File: src/rtl/spq_pkg.sv
// spq_pkg: types and constants shared by the sorted priority queue modules.
// No dependencies; used by spq_ctrl, spq_datapath and sorted_priority_queue_top.
package spq_pkg;

   localparam int KEY_BITS     = 16;
   localparam int GRADE_BITS   = 10;
   localparam int COURSE_BITS  = 6;
   localparam int ELEM_BITS    = 32;
   localparam int OCC_BITS     = 5;
   localparam int STATUS_BITS  = 2;

   localparam logic FUNC_ENQUEUE = 1'b0;
   localparam logic FUNC_DEQUEUE = 1'b1;

   localparam logic [STATUS_BITS-1:0] STATUS_OK        = 2'd0;
   localparam logic [STATUS_BITS-1:0] STATUS_DEQ_EMPTY = 2'd1;
   localparam logic [STATUS_BITS-1:0] STATUS_ENQ_FULL  = 2'd2;

   typedef struct packed {
      logic                   func;
      logic [ELEM_BITS-1:0]   element;
      logic [GRADE_BITS-1:0]  average_hundredths;
      logic [COURSE_BITS-1:0] course_count;
   } req_type;

   typedef struct packed {
      logic                   head_valid;
      logic [ELEM_BITS-1:0]   head_element;
      logic [KEY_BITS-1:0]    head_key;
      logic [COURSE_BITS-1:0] head_courses;
      logic [OCC_BITS-1:0]    occupancy;
      logic [STATUS_BITS-1:0] status;
   } rsp_type;

   typedef struct packed {
      logic capture;
      logic execute;
   } cmd_type;

endpackage

File: src/rtl/spq_ctrl.sv
// spq_ctrl: sequencer for the sorted priority queue (capture, execute, respond).
// Depends on spq_pkg for the command struct.
module spq_ctrl (
   input  logic             clock,
   input  logic             reset,
   input  logic             start,
   output logic             busy,
   output logic             rsp_strobe,
   output spq_pkg::cmd_type cmd
);

   typedef enum logic [2:0] {
      ST_IDLE = 3'b001,
      ST_EXEC = 3'b010,
      ST_RESP = 3'b100
   } state_type;

   state_type state_ff, state_in;

   assign busy        = (state_ff == ST_EXEC);
   assign rsp_strobe  = (state_ff == ST_RESP);
   assign cmd.capture = start && !busy;
   assign cmd.execute = (state_ff == ST_EXEC);

   always_comb begin
      state_in = state_ff;
      unique case (state_ff)
         ST_IDLE: begin
            if (cmd.capture) state_in = ST_EXEC;
         end
         ST_EXEC: begin
            state_in = ST_RESP;
         end
         ST_RESP: begin
            state_in = cmd.capture ? ST_EXEC : ST_IDLE;
         end
         default: begin
            state_in = ST_IDLE;
         end
      endcase
   end

   always_ff @(posedge clock) begin
      if (reset) begin
         state_ff <= ST_IDLE;
      end else begin
         state_ff <= state_in;
      end
   end

   a_capture_to_exec: assert property (@(posedge clock) disable iff (reset)
      cmd.capture |=> cmd.execute)
      else $error("captured transaction not executed");

   a_exec_to_resp: assert property (@(posedge clock) disable iff (reset)
      cmd.execute |=> rsp_strobe)
      else $error("executed transaction gave no response");

   a_no_double_exec: assert property (@(posedge clock) disable iff (reset)
      cmd.execute |=> !cmd.execute)
      else $error("execute held for two cycles");

endmodule

File: src/rtl/spq_datapath.sv
// spq_datapath: sorted register cells, key multiplier, count and status.
// Depends on spq_pkg; driven by spq_ctrl commands.
module spq_datapath #(
   parameter int DEPTH        = 16,
   parameter int ELEMENT_BITS = 32
) (
   input  logic             clock,
   input  logic             reset,
   input  spq_pkg::cmd_type cmd,
   input  spq_pkg::req_type req,
   output spq_pkg::rsp_type rsp
);

   localparam int CNT_W  = $clog2(DEPTH + 1);
   localparam int STORE_W = (ELEMENT_BITS < spq_pkg::ELEM_BITS) ? ELEMENT_BITS
                                                               : spq_pkg::ELEM_BITS;

   logic                            func_ff;
   logic [STORE_W-1:0]              elem_ff;
   logic [spq_pkg::KEY_BITS-1:0]    key_ff;
   logic [spq_pkg::COURSE_BITS-1:0] courses_ff;

   logic [STORE_W-1:0]              cell_elem_ff [DEPTH];
   logic [STORE_W-1:0]              cell_elem_in [DEPTH];
   logic [spq_pkg::KEY_BITS-1:0]    cell_key_ff  [DEPTH];
   logic [spq_pkg::KEY_BITS-1:0]    cell_key_in  [DEPTH];
   logic [spq_pkg::COURSE_BITS-1:0] cell_crs_ff  [DEPTH];
   logic [spq_pkg::COURSE_BITS-1:0] cell_crs_in  [DEPTH];

   logic [CNT_W-1:0]                count_ff, count_in;
   logic [spq_pkg::STATUS_BITS-1:0] status_ff, status_in;
   logic [DEPTH-1:0]                after_new;

   // transaction capture, key product registered before the insert
   always_ff @(posedge clock) begin
      if (cmd.capture) begin
         func_ff    <= req.func;
         elem_ff    <= req.element[STORE_W-1:0];
         key_ff     <= spq_pkg::KEY_BITS'(req.average_hundredths) *
                       spq_pkg::KEY_BITS'(req.course_count);
         courses_ff <= req.course_count;
      end
   end

   // thermometer: cells that sit after the new entry
   always_comb begin
      for (int i = 0; i < DEPTH; i++) begin
         after_new[i] = (CNT_W'(i) >= count_ff) || (key_ff < cell_key_ff[i]);
      end
   end

   always_comb begin
      cell_elem_in = cell_elem_ff;
      cell_key_in  = cell_key_ff;
      cell_crs_in  = cell_crs_ff;
      count_in     = count_ff;
      status_in    = status_ff;
      if (cmd.execute) begin
         if (func_ff == spq_pkg::FUNC_ENQUEUE) begin
            if (count_ff == CNT_W'(DEPTH)) begin
               status_in = spq_pkg::STATUS_ENQ_FULL;
            end else begin
               status_in = spq_pkg::STATUS_OK;
               count_in  = count_ff + CNT_W'(1);
               for (int i = 0; i < DEPTH; i++) begin
                  if (after_new[i]) begin
                     if (i == 0 || !after_new[(i == 0) ? 0 : i - 1]) begin
                        cell_elem_in[i] = elem_ff;
                        cell_key_in[i]  = key_ff;
                        cell_crs_in[i]  = courses_ff;
                     end else begin
                        cell_elem_in[i] = cell_elem_ff[(i == 0) ? 0 : i - 1];
                        cell_key_in[i]  = cell_key_ff[(i == 0) ? 0 : i - 1];
                        cell_crs_in[i]  = cell_crs_ff[(i == 0) ? 0 : i - 1];
                     end
                  end
               end
            end
         end else begin
            if (count_ff == '0) begin
               status_in = spq_pkg::STATUS_DEQ_EMPTY;
            end else begin
               status_in = spq_pkg::STATUS_OK;
               count_in  = count_ff - CNT_W'(1);
               for (int i = 0; i < DEPTH - 1; i++) begin
                  cell_elem_in[i] = cell_elem_ff[i + 1];
                  cell_key_in[i]  = cell_key_ff[i + 1];
                  cell_crs_in[i]  = cell_crs_ff[i + 1];
               end
            end
         end
      end
   end

   always_ff @(posedge clock) begin
      cell_elem_ff <= cell_elem_in;
      cell_key_ff  <= cell_key_in;
      cell_crs_ff  <= cell_crs_in;
      status_ff    <= status_in;
   end

   always_ff @(posedge clock) begin
      if (reset) begin
         count_ff <= '0;
      end else begin
         count_ff <= count_in;
      end
   end

   always_comb begin
      rsp.head_valid   = (count_ff != '0);
      rsp.head_element = rsp.head_valid ? spq_pkg::ELEM_BITS'(cell_elem_ff[0]) : '0;
      rsp.head_key     = rsp.head_valid ? cell_key_ff[0] : '0;
      rsp.head_courses = rsp.head_valid ? cell_crs_ff[0] : '0;
      rsp.occupancy    = spq_pkg::OCC_BITS'(count_ff);
      rsp.status       = status_ff;
   end

   a_count_bound: assert property (@(posedge clock) disable iff (reset)
      count_ff <= CNT_W'(DEPTH))
      else $error("entry count beyond depth");

   a_count_step: assert property (@(posedge clock) disable iff (reset)
      !$past(cmd.execute) |-> $stable(count_ff))
      else $error("entry count moved without execute");

   a_empty_deq: assert property (@(posedge clock) disable iff (reset)
      cmd.execute && func_ff == spq_pkg::FUNC_DEQUEUE && count_ff == '0
      |=> status_ff == spq_pkg::STATUS_DEQ_EMPTY && count_ff == '0)
      else $error("dequeue on empty not flagged");

endmodule

File: src/rtl/sorted_priority_queue_top.sv
// sorted_priority_queue_top: min-first sorted priority queue, FIFO among equal keys.
// Sequence: the accepting edge registers the request (EXEC), the cell update is registered on leaving EXEC, then RESP.
// busy covers the cell-update state EXEC; a new transaction can be accepted in RESP.
// Reset: synchronous; occupancy cleared, cell contents left as they are.
// The receiver cannot stall; rsp_strobe is high for exactly one cycle.
module sorted_priority_queue_top #(
   parameter int DEPTH        = 16,
   parameter int ELEMENT_BITS = 32
) (
   input  logic             clock,
   input  logic             reset,
   input  logic             start,
   output logic             busy,
   input  spq_pkg::req_type req_data,
   output logic             rsp_strobe,
   output spq_pkg::rsp_type rsp_data
);

   spq_pkg::cmd_type cmd;

   spq_ctrl u_ctrl (
      .clock      (clock),
      .reset      (reset),
      .start      (start),
      .busy       (busy),
      .rsp_strobe (rsp_strobe),
      .cmd        (cmd)
   );

   spq_datapath #(
      .DEPTH        (DEPTH),
      .ELEMENT_BITS (ELEMENT_BITS)
   ) u_datapath (
      .clock (clock),
      .reset (reset),
      .cmd   (cmd),
      .req   (req_data),
      .rsp   (rsp_data)
   );

endmodule
File: config.mk
export PLATFORM = sky130hd
export DESIGN_NAME = sorted_priority_queue_top
export DESIGN_NICKNAME = d
export VERILOG_FILES = /design/src/rtl/spq_pkg.sv /design/src/rtl/spq_ctrl.sv /design/src/rtl/spq_datapath.sv /design/src/rtl/sorted_priority_queue_top.sv
export SDC_FILE = /design/constraint.sdc
export NUM_CORES = 2
export LEC_CHECK = 0
export BUFFER_PORTS_ARGS = -buffer_cell sky130_fd_sc_hd__buf_2
export CAP_MARGIN = 5
export CORE_ASPECT_RATIO = 0.5
export CORE_MARGIN = 8
export CORE_UTILIZATION = 55
export CTS_CLUSTER_DIAMETER = 100
export DETAILED_ROUTE_END_ITERATION = 6
export PLACE_DENSITY = 0.71
export SYNTH_ARGS = -nofsm -noshare
export SYNTH_HDL_FRONTEND = slang
export SYNTH_SLANG_ARGS = --single-unit
File: constraint.sdc
create_clock -name clock -period 12.2 [get_ports clock]
set_clock_uncertainty 0.2 [all_clocks]
set_input_delay 0 -clock clock [delete_from_list [all_inputs] [get_ports clock]]
set_output_delay 0 -clock clock [all_outputs]
set_load 0.005 [all_outputs]
=== After elaboration in Yosys (flattened, before gate mapping) ===
Index checks and enable logic that the tools add are counted.

* Add/sub/neg operators: 2
* Multiply operators: 1
* $lt $le $gt $ge: 32
* Eq/ne operators: 7
* Multiplexer cells: 114
* Bitwise operators: 2
* Reductions and logical operators: 52

{| class="wikitable"
|+ Operators by type and width
! kind !! count
|-
| 2-to-1 mux 32 bit || 32
|-
| 2-to-1 mux 480 bit || 2
|-
| 2-to-1 mux 16 bit || 32
|-
| 2-to-1 mux 512 bit || 1
|-
| 2-to-1 mux 240 bit || 2
|-
| less-than comparator 16 bit || 16
|-
| 2-to-1 mux 256 bit || 1
|-
| 2-to-1 mux 6 bit || 32
|-
| 2-to-1 mux 90 bit || 2
|-
| 2-to-1 mux 96 bit || 1
|-
| AND reduction 4 bit || 16
|-
| >= comparator 4 x 5 -> 1 bit, first input constant || 8
|-
| nonzero test 2 bit || 15
|-
| >= comparator 3 x 5 -> 1 bit, first input constant || 4
|-
| logical OR 1 bit || 16
|-
| multiplier 10 x 6 -> 16 bit || 1
|-
| 2-to-1 mux 5 bit || 3
|-
| >= comparator 1 x 5 -> 1 bit, first input constant || 2
|-
| >= comparator 2 x 5 -> 1 bit, first input constant || 2
|-
| case mux 3 bit (3 select lines) || 1
|-
| 2-to-1 mux 2 bit || 3
|-
| adder 5 x 1 -> 5 bit, second input constant || 1
|-
| == test 5 bit, second input constant || 1
|-
| logical NOT 5 bit || 1
|-
| 13 further kinds || 15
|}

* Flip-flop bits (word level): 929
* Output and inout port bits: 64

=== Logic depth before layout (Yosys ltp) ===
* Depth in word-level cells: 6
* Depth in mapped cells: 15
* Mapped depth without buffers: 15

=== Cells and area by module ===
Synthesis repeated with hierarchy kept, for this count alone.

* Cell total of the unflattened synthesis: 5,021
* Area total of the unflattened synthesis: 55,165.4 um^2

{| class="wikitable"
|+ Modules (own cells, without submodules)
! module !! times used !! cells each !! area an instance (um^2)
|-
| spq_datapath || 1 || 5,008 || 55,016.5
|-
| spq_ctrl || 1 || 13 || 148.9
|}

=== Least setup slack after synthesis ===
No wires, ideal clock.

* Kind: flip-flop to flip-flop
* Start point: register u_datapath.key_ff[1] (netlist bit)
* End point: register u_datapath.cell_crs_ff[0] (netlist bit) (enable)
* Arrival: 10,330 ps
* Required time: 11,245 ps
* Slack: 915 ps
* Cell stages (with the launch flop): 8
* Period minus slack after synthesis: 11,285 ps
* Cells stage by stage: edfxtp_1 -> ha_1 -> a21o_1 -> a21o_1 -> a211oi_1 -> o21bai_1 -> a211o_1 -> a2111oi_0

* Word-level cells in the longest chain between the ends: 3

{| class="wikitable"
|+ RTL lines
! element !! line !! text
|-
| start: declaration || spq_datapath.sv:20 || <nowiki>logic [spq_pkg::KEY_BITS-1:0] key_ff;</nowiki>
|-
| start signal: assignment || spq_datapath.sv:39 || <nowiki>key_ff <= spq_pkg::KEY_BITS'(req.average_hundredths) *</nowiki>
|-
| less-than comparator 16 bit || spq_datapath.sv:48 || <nowiki>after_new[i] = (CNT_W'(i) >= count_ff) || (key_ff < cell_key_ff[i]);</nowiki>
|-
| logical OR 1 bit || spq_datapath.sv:48 ||
|-
| AND reduction 4 bit (no source line) || - ||
|-
| end signal: assignment || spq_datapath.sv:98 || <nowiki>cell_crs_ff <= cell_crs_in;</nowiki>
|-
| end: declaration || spq_datapath.sv:27 || <nowiki>logic [spq_pkg::COURSE_BITS-1:0] cell_crs_ff [DEPTH];</nowiki>
|}

Every way passes these cells.
A chain may end at the register's enable or synchronous reset.

=== Worst setup path after layout ===
* Start point: register u_datapath.func_ff
* End point: register u_datapath.cell_elem_ff[144] (netlist bit), data pin

* Word-level cells in the longest chain between the ends: 1

{| class="wikitable"
|+ RTL lines
! element !! line !! text
|-
| start: declaration || spq_datapath.sv:18 || <nowiki>logic func_ff;</nowiki>
|-
| start signal: assignment || spq_datapath.sv:37 || <nowiki>func_ff <= req.func;</nowiki>
|-
| 2-to-1 mux 480 bit || spq_datapath.sv:59 || <nowiki>if (func_ff == spq_pkg::FUNC_ENQUEUE) begin</nowiki>
|-
| end signal: assignment || spq_datapath.sv:96 || <nowiki>cell_elem_ff <= cell_elem_in;</nowiki>
|-
| end: declaration || spq_datapath.sv:23 || <nowiki>logic [STORE_W-1:0] cell_elem_ff [DEPTH];</nowiki>
|}

Every way passes these cells.

==> impl_metrics.py <==
metrics = {
    "setup_path": {
        "cpPeakStageDelay_ps": 1020,
        "cp_common_cell": "buf_4",
        "slowest_stage": "buf_4",
        "rr_worst_depth": 6,
        "end_kind": "flip-flop",
        "cp_num_cells": 6,
        "worstPathArrival_ps": 5110,
        "path_cells": "buf_4 -> buf_4 -> buf_4 -> buf_4 -> a32oi_1 -> o311ai_0",
        "cp_top_family": "buffers and inverters",
        "start_kind": "flip-flop",
        "critPathMaxFanout": 120,
        "crit_type": "flip-flop to flip-flop",
        "required_ps": 12430,
        "reg2reg_slack_ps": 7320,
        "worst-path-buf-inv": 4,
    },
    "cells_and_area": {
        "drive_gt1_frac": 0.09001,
        "diodes": 0,
        "fin_nets": 4951,
        "final_cell_area_mm2": 0.05834,
        "area_delta_synth_final_pct": 9.486,
    },
    "floorplan": {
        "coreArea_mm2": 0.09569,
        "pin_count": 116,
        "core.rowCount": 80,
        "die_h_um": 236.1,
        "die_area_mm2": 0.1077,
        "die_w_um": 456.2,
        "initial_core_util": 0.5569,
    },
    "grt": {
        "grtUsageTotal": 0.3025,
        "grt_pass1_wl_um": 254700,
        "gr-total-overflow": 0,
        "grt_max_degree": 121,
        "first_global_vias": 40730,
        "antenna_found_initial": 0,
    },
    "pwr": {
        "comb_power_share": 0.224,
        "p_switching_mw": 2.593,
        "sequentialPowerShare": 0.438,
        "p_int_mw": 5.779,
        "power.density_mw_per_mm2": 143.5,
        "power_frac_clock": 0.338,
        "switching_share": 0.3098,
        "p_leak_nw": 21.89,
        "ir_worst_vdd_mv": 0.1057,
    },
    "timing": {
        "setup-violations-final": 0,
        "fin_crit_sh": 0.3999,
        "tightest_slew_ps": 1358,
        "hold_viol": 0,
        "max_freq_ghz": 0.2050,
        "rsz0062_at_grt": "false",
        "setup_tns_ps": 0,
        "finalMaxSlewViolations": 0,
        "post-route-min-period_ps": 4879,
        "relSlewSlack": 0.09452,
    },
    "placed_design": {
        "numPortBuffers": 115,
        "hpwlAfterDp_um": 97710,
        "placed_area_mm2": 0.05471,
        "globalplace.congestion": 0.9077,
    },
    "route": {
        "drt_iter0_drc": 6572,
        "wirelength_um": 170300,
        "num_vias": 42010,
        "vias_per_cell": 7.076,
        "drcViolationCount": 1,
        "ant_nets": 0,
        "routedWlPerCell_um": 28.68,
        "first_pass_iters": 7,
    },
    "logic_synthesis": {
        "syn_avg_cell_area_um2": 11.51,
        "yosys_warnings": 0,
        "yosysSeqAreaShare": 0.5220,
        "ys_ff_latch": 929,
        "synthArstFlopShare": 0,
        "syn_nets": 4985,
        "syn_area_mm2": 0.05329,
        "synth_edf_count": 921,
        "synth_cells": 4631,
        "ys_types": 69,
        "synth_ff_type": "edfxtp_1",
    },
    "run": {
        "maxCapViolations": 0,
    },
    "clock_network": {
        "clock_latency_ps": 690,
        "clockBufferDepth": 3,
        "htree_levels": 3,
        "cts_root_buf": "clkbuf_16",
        "cts_inserted_buffers": 87,
        "cts_setup_buffers": 0,
        "clkTransAtPathRegs_ps": 70,
        "clkSinkCount": 929,
        "cts_tree": "yes",
    },
    "worst_hold_path": {
        "holdPathStages": 6,
        "hold_path.class": "input port to flip-flop",
    },
    "status": {
        "failed_checks": "design-rule violations",
        "outcome": "complete, but fails checks",
    },
}
logic make-up after synthesis:
family / Yosys count / share of synthesized area
AOI/OAI and AO/OA: 1227 / 0.1843
xor gates and xnor gates: 16 / 0.002630
adders and majority gates: 302 / 0.07556
buffers and inverters: 701 / 0.05309
DFF: 929 / 0.5220
muxes: 270 / 0.05198
and+or+nand+nor: 1186 / 0.1104
worst min-delay path: stages:
cell and delay [ps]:
buf_2 130, and2_1 170, fa_1 190, ha_1 140, ha_1 110, ha_1 110
layout by cell type, fill, tap and decap left out, drive strengths merged, types with 33 or more instances in the layout:
master       netlist  routed
edfxtp           921     921
a221o            378     378
nand2            351     351
inv              298     302
ha               269     269
o21ai            224     224
mux2i            216     216
and2             211     211
buf               94     199
nor2             174     174
nand3            127     127
nor2b            123     123
a32oi            109     109
o311ai           109     109
clkbuf           309     106
dlygate4sd3        0      81
a21oi             74      74
o21a              71      71
nor3              70      70
a21o              69      69
o22ai             62      62
mux2              54      54
and3              43      43
or3               39      39
a32o              38      38
clkinv             0      38
fa                33      33
through the flow:
stage	worst slack (ps)	instances	util	power, mW	hold WS [ps]
2_1_floorplan	914.5	4631	-	4.934	-127.6
3_3_place_gp	7512	5698	0.5718	5.473	-24.10
3_5_place_dp	7484	5698	0.5718	5.535	-21.85
4_1_cts	7475	5937	0.6097	8.334	32.90
5_1_grt	7156	5937	0.6097	8.646	72.99
6_report	7321	5937	0.6097	8.373	63.82
metal layers:
layer,GRT usage,part of all wire,up-vias
met5,0,0,-
met4,0.1119,0.040,0
met3,0.06143,0.12,436
met2,0.4638,0.44,2927
met1,0.4260,0.40,20870
li1,-,-,17780
worst paths after layout:
check	from	endpoint
setup / recovery	u_datapath.func_ff$_DFFE_PP_	u_datapath.cell_elem_ff[144]$_DFFE_PP_
hold / removal	req_data[9]	u_datapath.key_ff[3]$_DFFE_PP_
setup reg to reg	u_datapath.func_ff$_DFFE_PP_	u_datapath.cell_elem_ff[144]$_DFFE_PP_
hold reg to reg	u_ctrl.state_ff[1]$_SDFFE_PP0P_	u_ctrl.state_ff[1]$_SDFFE_PP0P_
area by class of cell:
class | count | area (um^2)
Clock buffer | 106 | 2291
Clock inverter | 52 | 529.3
Fill cell | 7518 | 37350
Inverter | 298 | 1121
Multi-Input combinational cell | 3001 | 22980
Sequential cell | 929 | 27820
Tap cell | 1271 | 1590
Timing Repair Buffer | 280 | 2017
power by group through the flow:
| stage | Combinational (mW) | Clock (mW) | Sequential [mW] |
|---|---|---|---|
| finish | 1.88 | 2.83 | 3.66 |
| global route | 2.03 | 2.94 | 3.67 |
| CTS | 1.84 | 2.84 | 3.66 |
| detailed placement | 1.80 | 0 | 3.73 |
| global placement | 1.74 | 0 | 3.73 |
| floorplan | 1.16 | 0 | 3.77 |
flip-flops by register name (all words and copies together) (netlist names):
register,count
u_datapath.elem_ff,32
u_datapath.count_ff,5
u_datapath.cell_key_ff,256
u_datapath.cell_crs_ff,96
u_datapath.courses_ff,6
u_datapath.cell_elem_ff,512
u_datapath.key_ff,16
u_ctrl.state_ff,3
u_datapath.func_ff,1
u_datapath.status_ff,2
repair_timing:
action                                 in CTS  in global routing
endpoints found under the hold margin      94                  0
gates resized for setup                     0                  0
hold buffers                               81                  0
synth_stat cells (70+ instances only):
| cell | instances | area [um^2] |
|---|---|---|
| a21oi_1 | 70 | 350.3 |
| a221o_1 | 378 | 3784 |
| a32oi_1 | 109 | 954.7 |
| and2_1 | 211 | 1320 |
| clkbuf_1 | 309 | 1160 |
| edfxtp_1 | 921 | 27660 |
| ha_1 | 269 | 3366 |
| inv_1 | 298 | 1119 |
| mux2i_1 | 216 | 2162 |
| nand2_1 | 351 | 1318 |
| nand3_1 | 127 | 635.6 |
| nor2_1 | 174 | 653.1 |
| nor2b_1 | 123 | 769.5 |
| o21a_1 | 71 | 533.0 |
| o21ai_0 | 206 | 1031 |
| o311ai_0 | 108 | 945.9 |
No activity file was read; power rests on OpenSTA's default activity.
